File: config.mk
export PLATFORM = sky130hd
export DESIGN_NAME = sample_ring_fir_filter_core
export DESIGN_NICKNAME = d
export VERILOG_FILES = /design/src/rtl/core/srf_pkg.sv /design/src/rtl/core/srf_cell.sv /design/src/rtl/core/srf_mac.sv /design/src/rtl/core/srf_seq.sv /design/src/rtl/core/sample_ring_fir_filter_core.sv
export SDC_FILE = /design/constraint.sdc
export NUM_CORES = 1
export LEC_CHECK = 0
export BUFFER_PORTS_ARGS = -buffer_cell sky130_fd_sc_hd__buf_2
export CAP_MARGIN = 20
export CORE_ASPECT_RATIO = 1.5
export CORE_MARGIN = 3
export CORE_UTILIZATION = 45
export CTS_CLUSTER_DIAMETER = 80
export DETAILED_ROUTE_END_ITERATION = 7
export HOLD_SLACK_MARGIN = 0.12
export SKIP_LAST_GASP = 1
export SYNTH_ARGS = -nofsm -noshare
export SYNTH_HDL_FRONTEND = slang
export SYNTH_SLANG_ARGS = --single-unit
File: constraint.sdc
create_clock -name clk -period 13.5 [get_ports clk]
set_input_delay 2.7 -clock clk [delete_from_list [all_inputs] [get_ports clk]]
set_output_delay 2.7 -clock clk [all_outputs]
set_load 0.005 [all_outputs]
File: src/rtl/core/srf_pkg.sv
// Shared types and constants of the sample ring FIR filter.
package srf_pkg;

	localparam int DEFAULT_TAPS = 8;
	localparam int NUM_COEFS    = 8;
	localparam int CFG_IDX_W    = 3;
	localparam int SAMPLE_W     = 12;
	localparam int COEF_W       = 16;
	localparam int PROD_W       = COEF_W + SAMPLE_W + 1;
	localparam int ACC_W        = 32;
	localparam int OUT_W        = 16;
	localparam int IN_DATA_W    = 16;

	// Operation codes carried in tuser
	localparam logic OP_STORE = 1'b0;
	localparam logic OP_READ  = 1'b1;

	// Sequencer states
	typedef enum logic [1:0] {
		ST_IDLE,
		ST_RUN,
		ST_DRAIN,
		ST_PUSH
	} state_t;

	// Per-cell load strobes
	typedef struct packed {
		logic smp_ld;
		logic coef_ld;
	} cell_ctrl_t;

	// Strobes from the sequencer to the datapath
	typedef struct packed {
		logic shift;
		logic rotate;
		logic mac_clr;
		logic mac_en;
		logic out_load;
	} seq_ctrl_t;

endpackage

File: src/rtl/core/srf_cell.sv
// One cell of the sample chain: a stored sample and its tap weight.
module srf_cell import srf_pkg::*; (
	input  logic                     clk,
	input  logic                     arst_n,
	input  cell_ctrl_t               ctrl,
	input  logic                     coef_wr,
	input  logic signed [COEF_W-1:0] cfg_data,
	input  logic [SAMPLE_W-1:0]      smp_in,
	input  logic signed [COEF_W-1:0] coef_in,
	output logic [SAMPLE_W-1:0]      smp_q,
	output logic signed [COEF_W-1:0] coef_q
);

	// Take the neighbour's sample on a shift or rotation
	always_ff @(posedge clk or negedge arst_n) begin
		if (!arst_n) begin
			smp_q <= '0;
		end else if (ctrl.smp_ld) begin
			smp_q <= smp_in;
		end
	end

	// Write the weight from the register port, or rotate it with the sample
	always_ff @(posedge clk or negedge arst_n) begin
		if (!arst_n) begin
			coef_q <= '0;
		end else if (coef_wr) begin
			coef_q <= cfg_data;
		end else if (ctrl.coef_ld) begin
			coef_q <= coef_in;
		end
	end

endmodule

File: src/rtl/core/srf_mac.sv
// Multiply-accumulate unit with a saturating 32-bit accumulator.
module srf_mac import srf_pkg::*; (
	input  logic                     clk,
	input  logic                     arst_n,
	input  logic                     clr,
	input  logic                     en,
	input  logic signed [COEF_W-1:0] coef,
	input  logic [SAMPLE_W-1:0]      smp,
	output logic signed [OUT_W-1:0]  acc_hi
);

	logic signed [PROD_W-1:0] prod_s1;
	logic                     vld_s1;
	logic signed [ACC_W-1:0]  acc_q;
	logic signed [ACC_W:0]    sum;
	logic signed [ACC_W-1:0]  acc_nxt;

	// Register the product of weight and zero-extended sample
	always_ff @(posedge clk) begin
		prod_s1 <= coef * $signed({1'b0, smp});
	end

	always_ff @(posedge clk or negedge arst_n) begin
		if (!arst_n) begin
			vld_s1 <= 1'b0;
		end else begin
			vld_s1 <= en;
		end
	end

	// Add with one guard bit and clamp to the signed limits
	always_comb begin
		sum = {acc_q[ACC_W-1], acc_q} + (ACC_W+1)'(prod_s1);
		if (sum[ACC_W] != sum[ACC_W-1]) begin
			acc_nxt = sum[ACC_W] ? {1'b1, {(ACC_W-1){1'b0}}} : {1'b0, {(ACC_W-1){1'b1}}};
		end else begin
			acc_nxt = sum[ACC_W-1:0];
		end
	end

	// Clear at the start of a read, accumulate each registered product
	always_ff @(posedge clk or negedge arst_n) begin
		if (!arst_n) begin
			acc_q <= '0;
		end else if (clr) begin
			acc_q <= '0;
		end else if (vld_s1) begin
			acc_q <= acc_nxt;
		end
	end

	assign acc_hi = acc_q[ACC_W-1 -: OUT_W];

endmodule

File: src/rtl/core/srf_seq.sv
// Sequencer: takes stores straight from idle, walks the chain once per read.
module srf_seq import srf_pkg::*; #(
	parameter int TAPS = DEFAULT_TAPS
) (
	input  logic      clk,
	input  logic      arst_n,
	input  logic      in_valid,
	input  logic      in_op,
	input  logic      out_busy,
	output logic      in_ready,
	output seq_ctrl_t ctrl
);

	localparam int CW = (TAPS > 1) ? $clog2(TAPS) : 1;

	state_t        state_q;
	state_t        state_nxt;
	logic [CW-1:0] cnt_q;
	logic          accept;
	logic          cnt_last;

	assign in_ready = (state_q == ST_IDLE);
	assign accept   = in_valid && in_ready;
	assign cnt_last = (cnt_q == CW'(TAPS - 1));

	// Next state
	always_comb begin
		state_nxt = state_q;
		case (state_q)
			ST_IDLE: begin
				if (accept && (in_op == OP_READ)) begin
					state_nxt = ST_RUN;
				end
			end
			ST_RUN: begin
				if (cnt_last) begin
					state_nxt = ST_DRAIN;
				end
			end
			ST_DRAIN: begin
				state_nxt = ST_PUSH;
			end
			ST_PUSH: begin
				if (!out_busy) begin
					state_nxt = ST_IDLE;
				end
			end
			default: begin
				state_nxt = ST_IDLE;
			end
		endcase
	end

	// Outputs
	always_comb begin
		ctrl = '0;
		case (state_q)
			ST_IDLE: begin
				ctrl.shift   = accept && (in_op == OP_STORE);
				ctrl.mac_clr = accept && (in_op == OP_READ);
			end
			ST_RUN: begin
				ctrl.rotate = 1'b1;
				ctrl.mac_en = 1'b1;
			end
			ST_PUSH: begin
				ctrl.out_load = !out_busy;
			end
			default: begin
				ctrl = '0;
			end
		endcase
	end

	always_ff @(posedge clk or negedge arst_n) begin
		if (!arst_n) begin
			state_q <= ST_IDLE;
		end else begin
			state_q <= state_nxt;
		end
	end

	// Count taps during the walk
	always_ff @(posedge clk or negedge arst_n) begin
		if (!arst_n) begin
			cnt_q <= '0;
		end else if (state_q == ST_RUN) begin
			cnt_q <= cnt_last ? '0 : cnt_q + 1'b1;
		end else begin
			cnt_q <= '0;
		end
	end

endmodule

File: src/rtl/core/sample_ring_fir_filter_core.sv
// A read's result is loaded into the output register after the chain walk, the drain state
// and the push state; stores give none. Throughput: one store per cycle while idle; a read
// holds the input until its result is loaded, later while a stalled result blocks the output
// register; one multiply-accumulate unit takes one tap per cycle from the head of the chain.
// The output register lets a store be taken while a result waits.
// Reset clears every sample and weight to zero at once; no clearing pass.
// Top level of the sample ring FIR filter.
module sample_ring_fir_filter_core import srf_pkg::*; #(
	parameter int TAPS = DEFAULT_TAPS
) (
	input  logic                 clk,
	input  logic                 arst_n,
	// Input stream
	input  logic                 s_axis_tvalid,
	output logic                 s_axis_tready,
	input  logic [IN_DATA_W-1:0] s_axis_tdata,  // [11:0] sample, [15:12] zero
	input  logic [0:0]           s_axis_tuser,  // [0] operation
	// Output stream
	output logic                 m_axis_tvalid,
	input  logic                 m_axis_tready,
	output logic [OUT_W-1:0]     m_axis_tdata,  // [15:0] filtered
	// Weight register writes
	input  logic                 cfg_valid,
	output logic                 cfg_ready,
	input  logic [CFG_IDX_W-1:0] cfg_index,
	input  logic [COEF_W-1:0]    cfg_data
);

	seq_ctrl_t                ctrl;
	cell_ctrl_t               cell_ctrl;
	logic                     out_busy;
	logic [SAMPLE_W-1:0]      smp   [TAPS];
	logic signed [COEF_W-1:0] coef  [TAPS];
	logic signed [OUT_W-1:0]  acc_hi;
	logic                     out_valid_q;
	logic [OUT_W-1:0]         out_data_q;

	assign cfg_ready = 1'b1;
	assign out_busy  = out_valid_q && !m_axis_tready;

	srf_seq #(
		.TAPS(TAPS)
	) u_seq (
		.clk      (clk),
		.arst_n   (arst_n),
		.in_valid (s_axis_tvalid),
		.in_op    (s_axis_tuser[0]),
		.out_busy (out_busy),
		.in_ready (s_axis_tready),
		.ctrl     (ctrl)
	);

	// Samples move on a store or a rotation; weights only rotate
	assign cell_ctrl.smp_ld  = ctrl.shift || ctrl.rotate;
	assign cell_ctrl.coef_ld = ctrl.rotate;

	// Chain of cells: cell 0 holds the oldest sample, the last cell the newest
	for (genvar i = 0; i < TAPS; i++) begin : g_cell
		localparam int NXT = (i == TAPS - 1) ? 0 : i + 1;
		logic [SAMPLE_W-1:0] smp_in;
		logic                coef_wr;

		if (i == TAPS - 1) begin : g_tail
			assign smp_in = ctrl.shift ? s_axis_tdata[SAMPLE_W-1:0] : smp[NXT];
		end else begin : g_body
			assign smp_in = smp[NXT];
		end

		assign coef_wr = cfg_valid && (cfg_index == CFG_IDX_W'(i));

		srf_cell u_cell (
			.clk      (clk),
			.arst_n   (arst_n),
			.ctrl     (cell_ctrl),
			.coef_wr  (coef_wr),
			.cfg_data (cfg_data),
			.smp_in   (smp_in),
			.coef_in  (coef[NXT]),
			.smp_q    (smp[i]),
			.coef_q   (coef[i])
		);
	end

	srf_mac u_mac (
		.clk    (clk),
		.arst_n (arst_n),
		.clr    (ctrl.mac_clr),
		.en     (ctrl.mac_en),
		.coef   (coef[0]),
		.smp    (smp[0]),
		.acc_hi (acc_hi)
	);

	// Output register: hold a result until its transaction completes
	always_ff @(posedge clk or negedge arst_n) begin
		if (!arst_n) begin
			out_valid_q <= 1'b0;
		end else if (ctrl.out_load) begin
			out_valid_q <= 1'b1;
		end else if (m_axis_tready) begin
			out_valid_q <= 1'b0;
		end
	end

	always_ff @(posedge clk) begin
		if (ctrl.out_load) begin
			out_data_q <= acc_hi;
		end
	end

	assign m_axis_tvalid = out_valid_q;
	assign m_axis_tdata  = out_data_q;

endmodule

# After elaboration in Yosys (flattened, before gate mapping)
# Index checks and enable logic that the tools add are counted.
# totals
wordCells	103
output_inout_bits	19
input_bits	41
regBits	308
# op_classes
multipliers	1
n_mux	33
addsub	2
n_bitwise	1
n_eq_ne	15
n_reduce_logical	28
# op_table
op	count
$mux W16	16
$mux W32	4
$add A32 B29 Y33	1
$mul A16 B13 Y29	1
$reduce_bool A2 Y1	10
$eq A3 B3 Y1 const B	5
$logic_and A1 B1 Y1	12
$mux W12	1
$pmux W2 S4	1
$eq A3 B2 Y1 const B	2
$mux W1	6
$mux W2	3
$mux W3	2
$eq A2 B2 Y1 const B	2
$ne A2 B2 Y1 const B	2
$add A3 B1 Y3 const B	1
$eq A3 B1 Y1 const B	1
$logic_not A3 Y1	1
$reduce_and A3 Y1	1
$eq A2 B1 Y1 const B	1
$logic_not A1 Y1	2
$logic_not A2 Y1	1
$ne A2 B1 Y1 const B	1
$logic_or A1 B1 Y1	1
other kinds (2)	2

# Longest topological paths before layout
# logic_depth
depth_word	5
mapped_depth	23
ltp_nobuf	22

# Cells and area by module
# Synthesis repeated with hierarchy kept, for this count alone.
# hier_totals
cells_unflattened	2030
area_unflattened_um2	21448.1
# by_module_without_submodules
module	area_per_inst_um2	n_inst	seq_area_each_um2	cells_per_inst
srf_mac	10856.7	1	1406.3	1202
srf_cell	1187.4	8	700.7	94
sample_ring_fir_filter_core	774.5	1	505.5	48
srf_seq	317.8	1	125.1	28

# Worst setup path after synthesis
# OpenSTA, ideal clock, no wires.
# synth_timing
path_type	reg2reg
start	reg g_cell[0].u_cell.smp_q[4]
end	reg u_mac.prod_s1[28]
setup_ns	0.072
arrival_ns	5.458
synth_period_minus_slack_ns	5.530
n_path_buf	2
stages_incl_launch_ff	23
required_ns	13.428
path_slack_ns	7.970
path_cell_list	dfrtp_1 clkbuf_1 clkbuf_1 nand2_1 fa_1 inv_1 fa_1 inv_1 fa_1 inv_1 fa_1 inv_1 fa_1 inv_1 ha_1 and3_1 and3_1 a211oi_1 o31ai_1 o31ai_1 o21ai_0 a21oi_1 xnor2_1
# synth_between
elab_chain_len	1
# synth_rtl
item	line	text
start, declared	srf_cell.sv:10	output logic [SAMPLE_W-1:0] smp_q,
start signal, assigned	srf_cell.sv:19	smp_q <= smp_in;
$mul A16 B13 Y29	srf_mac.sv:20	prod_s1 <= coef * $signed({1'b0, smp});
end signal, assigned	srf_mac.sv:20	
end, declared	srf_mac.sv:12	logic signed [PROD_W-1:0] prod_s1;
# Every way passes these cells.
# A chain may end at the register's enable or synchronous reset.

# Worst setup path in the final report
# Same ends and word-level chain as after synthesis.

==> metrics.txt <==
run status=completed; TritonCTS clock tree=yes; highest signal layer in the routed design=met5; pin count of the biggest net entering global routing=123; placed insts=2602; DIE AREA=49400 um2; global-route wire length before repair=70.8 mm; cell-by-cell listing of the critical path=nand2_1 > fa_1 > inv_1 > fa_1 > inv_1 > fa_1 > inv_1 > fa_1 > inv_1 > fa_1 > inv_1 > ha_1 > a21o_1 > a21oi_1 > a21boi_0 > a211oi_1 > o31ai_1 > o31ai_1 > o21ai_0 > a21oi_1 > xnor2_1; setup repair after global routing missed its margin=false; Clock Latency Late Sink=530 ps; post-route clock period utilization=46.5%; total global-route track usage=17.2%; FFs w/ async S/R, synth=85.4%; Routed met1 length=17.8 mm; maximum fanout along the worst path=18; clock tree root buffer cell=sky130_fd_sc_hd__clkbuf_16; gate count after technology mapping=2059; final setup violation count=0; share of post-route cells with drive strength above 1=11.0%; antenna violations before repair=3; Worst Tran Pin Value=982 ps; Most used DFF post-synth=sky130_fd_sc_hd__dfrtp_1; estimated wirelength of the detail-placed design=30.3 mm; area growth from synthesis to layout=8.91%; total of fill cells in the finished design=4199; hold-fix buffers at CTS=0; maximum clock path buffer count=3; CTS H-tree lvls=2; standard-cell rows=96; number of maximum-capacitance constraint violations=0; final count of hold timing violations=0; post-route non-filler standard cell count=2663; post-DR vias/cell=5.21; clock transition time at the flip-flop clock pins of the worst setup and hold paths=60 ps; initial cell density of the core=45.7%; grt ovf=0; die outline width=183 um; required time worst endpoint=13950 ps; Placeable Area=46000 um2; die height=271 um; placer congestion estimate=0.823; Pre-antenna DRT Iters=5; cts repair resizes=0; worst setup slack after placement=7240 ps; Syn Nets=2384; proportion of synthesized chip area in sequential cells=36.3%; DR DRC count=0; Yosys warning count=0; synthesized area per cell=10.2 um2; total length of routed wires=41.8 mm; met3 routed wirelength=1.26 mm; number of nets in the finished design=2375; buffers and inverters on the worst path=5; Worst path max stage delay=830 ps; setup slack after layout=7220 ps; met2 routed WL=21.7 mm; sequential cell area in the final layout=7640 um2; ports placed on the boundary=60; number of enable flip-flop cells after synthesis=16; Setup TNS=0 ps; Mapped Area=21000 um2; Distinct cells, synth=64; arrival time at the worst endpoint=6730 ps; post-CTS setup buffers=0; remaining antenna violation count after routing=0; number of input and output port buffers inserted=54; diode count=0; crit path capture type=flip-flop; number of DRC markers in iteration 0=607; Worst Setup Start Kind=flip-flop; Slowest cell on crit path=sky130_fd_sc_hd__dfrtp_1; family with the most delay on the worst path=adder cells; total of flip-flops plus latches after synthesis=308; relative max-transition margin=34.6%; count of clock tree sinks=308; clock buffer count from CTS=34; max-slew violation count=0; highest attainable clock frequency=159 MHz; total via count in the routed design=13900; Hold Path Class=flip-flop to flip-flop; Multi-input gate area=12000 um2; CP Class=flip-flop to flip-flop; Routed wire per std cell=15.7 um; maximum clock skew at final layout=17.5 ps; via count of the first global-routing pass=14600; Min Clock Period, post-route=6280 ps
per-stage QoR:
step | hold slack (ps) | area (um2) | util, %
after floorplan | 414 | 21000 | -
after global placement | 426 | 21800 | 47.4
after detailed placement | 445 | 21800 | 47.4
after CTS | 453 | 22900 | 49.8
after global routing | 465 | 22900 | 49.8
final | 446 | 22900 | 49.8
cell usage after synthesis, types with 5 or more instances:
master / count / share of area, %
sky130_fd_sc_hd__xnor2_1: 37 / 1.5
sky130_fd_sc_hd__fa_1: 179 / 17
sky130_fd_sc_hd__a221o_1: 31 / 1.5
sky130_fd_sc_hd__a211oi_1: 9 / 0.32
sky130_fd_sc_hd__buf_1: 11 / 0.20
sky130_fd_sc_hd__nand2_1: 202 / 3.6
sky130_fd_sc_hd__o31ai_1: 9 / 0.32
sky130_fd_sc_hd__mux2_2: 84 / 4.5
sky130_fd_sc_hd__and2_1: 92 / 2.7
sky130_fd_sc_hd__nor2b_1: 8 / 0.24
sky130_fd_sc_hd__ha_1: 105 / 6.2
sky130_fd_sc_hd__nand3_1: 7 / 0.17
sky130_fd_sc_hd__nand4_1: 6 / 0.18
sky130_fd_sc_hd__buf_2: 6 / 0.14
sky130_fd_sc_hd__o21bai_1: 7 / 0.25
sky130_fd_sc_hd__dfrtp_1: 263 / 31
sky130_fd_sc_hd__a21o_1: 14 / 0.50
sky130_fd_sc_hd__mux2i_1: 142 / 6.8
sky130_fd_sc_hd__and3_1: 5 / 0.15
sky130_fd_sc_hd__clkbuf_2: 16 / 0.38
sky130_fd_sc_hd__nor3_1: 13 / 0.31
sky130_fd_sc_hd__a21oi_1: 121 / 2.9
sky130_fd_sc_hd__o21a_1: 8 / 0.29
sky130_fd_sc_hd__nor2_1: 118 / 2.1
sky130_fd_sc_hd__xor2_1: 13 / 0.54
sky130_fd_sc_hd__clkbuf_1: 82 / 1.5
sky130_fd_sc_hd__inv_1: 272 / 4.9
sky130_fd_sc_hd__edfxtp_1: 16 / 2.3
sky130_fd_sc_hd__nand2b_1: 5 / 0.15
sky130_fd_sc_hd__o21ai_0: 98 / 2.3
sky130_fd_sc_hd__dfxtp_1: 29 / 2.8
sequential cells by signal, summed over array words and instances (netlist names):
register / count
u_mac.prod_s1: 29
u_seq.state_q: 2
g_cell.u_cell.coef_q: 128
m_axis_tvalid: 1
u_mac.acc_q: 32
m_axis_tdata: 16
g_cell.u_cell.smp_q: 96
u_seq.cnt_q: 3
u_mac.vld_s1: 1
path summary, 6_finish.rpt:
kind | to | slack, ps | from | depth (start not counted)
max | u_mac.prod_s1[28]$_DFF_P_ | 7220 | g_cell[0].u_cell.smp_q[4]$_DFFE_PN0P_ | 21
min | u_seq.cnt_q[0]$_DFF_PN0_ | 450 | u_seq.cnt_q[0]$_DFF_PN0_ | 1
max reg2reg | u_mac.prod_s1[28]$_DFF_P_ | 7220 | g_cell[0].u_cell.smp_q[4]$_DFFE_PN0P_ | 21
min reg2reg | u_seq.cnt_q[0]$_DFF_PN0_ | 450 | u_seq.cnt_q[0]$_DFF_PN0_ | 1
max in group asynchronous | g_cell[7].u_cell.coef_q[7]$_DFFE_PN0P_ | 8890 | arst_n | 3
min in group asynchronous | g_cell[7].u_cell.smp_q[8]$_DFFE_PN0P_ | 2250 | arst_n | 1
routing by layer:
metal | up-vias | GRT usage [%]
met1 | 6933 | 21.1
li1 | 6700 | -
met4 | 4 | 5.26
met2 | 169 | 31.1
met3 | 70 | 2.39
met5 | - | 0
cells in the final DEF, fill, tap and decap left out, types with 17 or more instances in the layout:
cell type                   instances
sky130_fd_sc_hd__ha_1             104
sky130_fd_sc_hd__fa_1             179
sky130_fd_sc_hd__and2_1            92
sky130_fd_sc_hd__dfrtp_1          263
sky130_fd_sc_hd__a21oi_1          120
sky130_fd_sc_hd__a221o_1           31
sky130_fd_sc_hd__mux2_2            84
sky130_fd_sc_hd__nand2_1          202
sky130_fd_sc_hd__xnor2_1           37
sky130_fd_sc_hd__inv_1            272
sky130_fd_sc_hd__o21ai_0           98
sky130_fd_sc_hd__buf_2             53
sky130_fd_sc_hd__nor2_1           118
sky130_fd_sc_hd__buf_4             17
sky130_fd_sc_hd__dfxtp_1           29
sky130_fd_sc_hd__mux2i_1          142
sky130_fd_sc_hd__clkbuf_16         34
area by class of cell:
type	count	share of cell area [%]
well taps	588	3.21
repair buffers	71	1.78
clock buffers	47	4.27
multi-input cells	1363	52.3
clock inverters	14	0.644
inverters	272	4.46
flip-flops and latches	308	33.3
logic make-up after synthesis:
family	after synthesis	share of synthesized area, %
buf+inv	388	7.07
other cells	1	0.0178
mux	226	11.3
xor+xnor	51	2.16
compound gates	326	9.60
flops	308	36.3
simple gates	474	10.3
fa+ha+maj	285	23.3
Power is not shown: default switching activity piles up to over one toggle a cycle in this logic, so the estimate is an artifact.
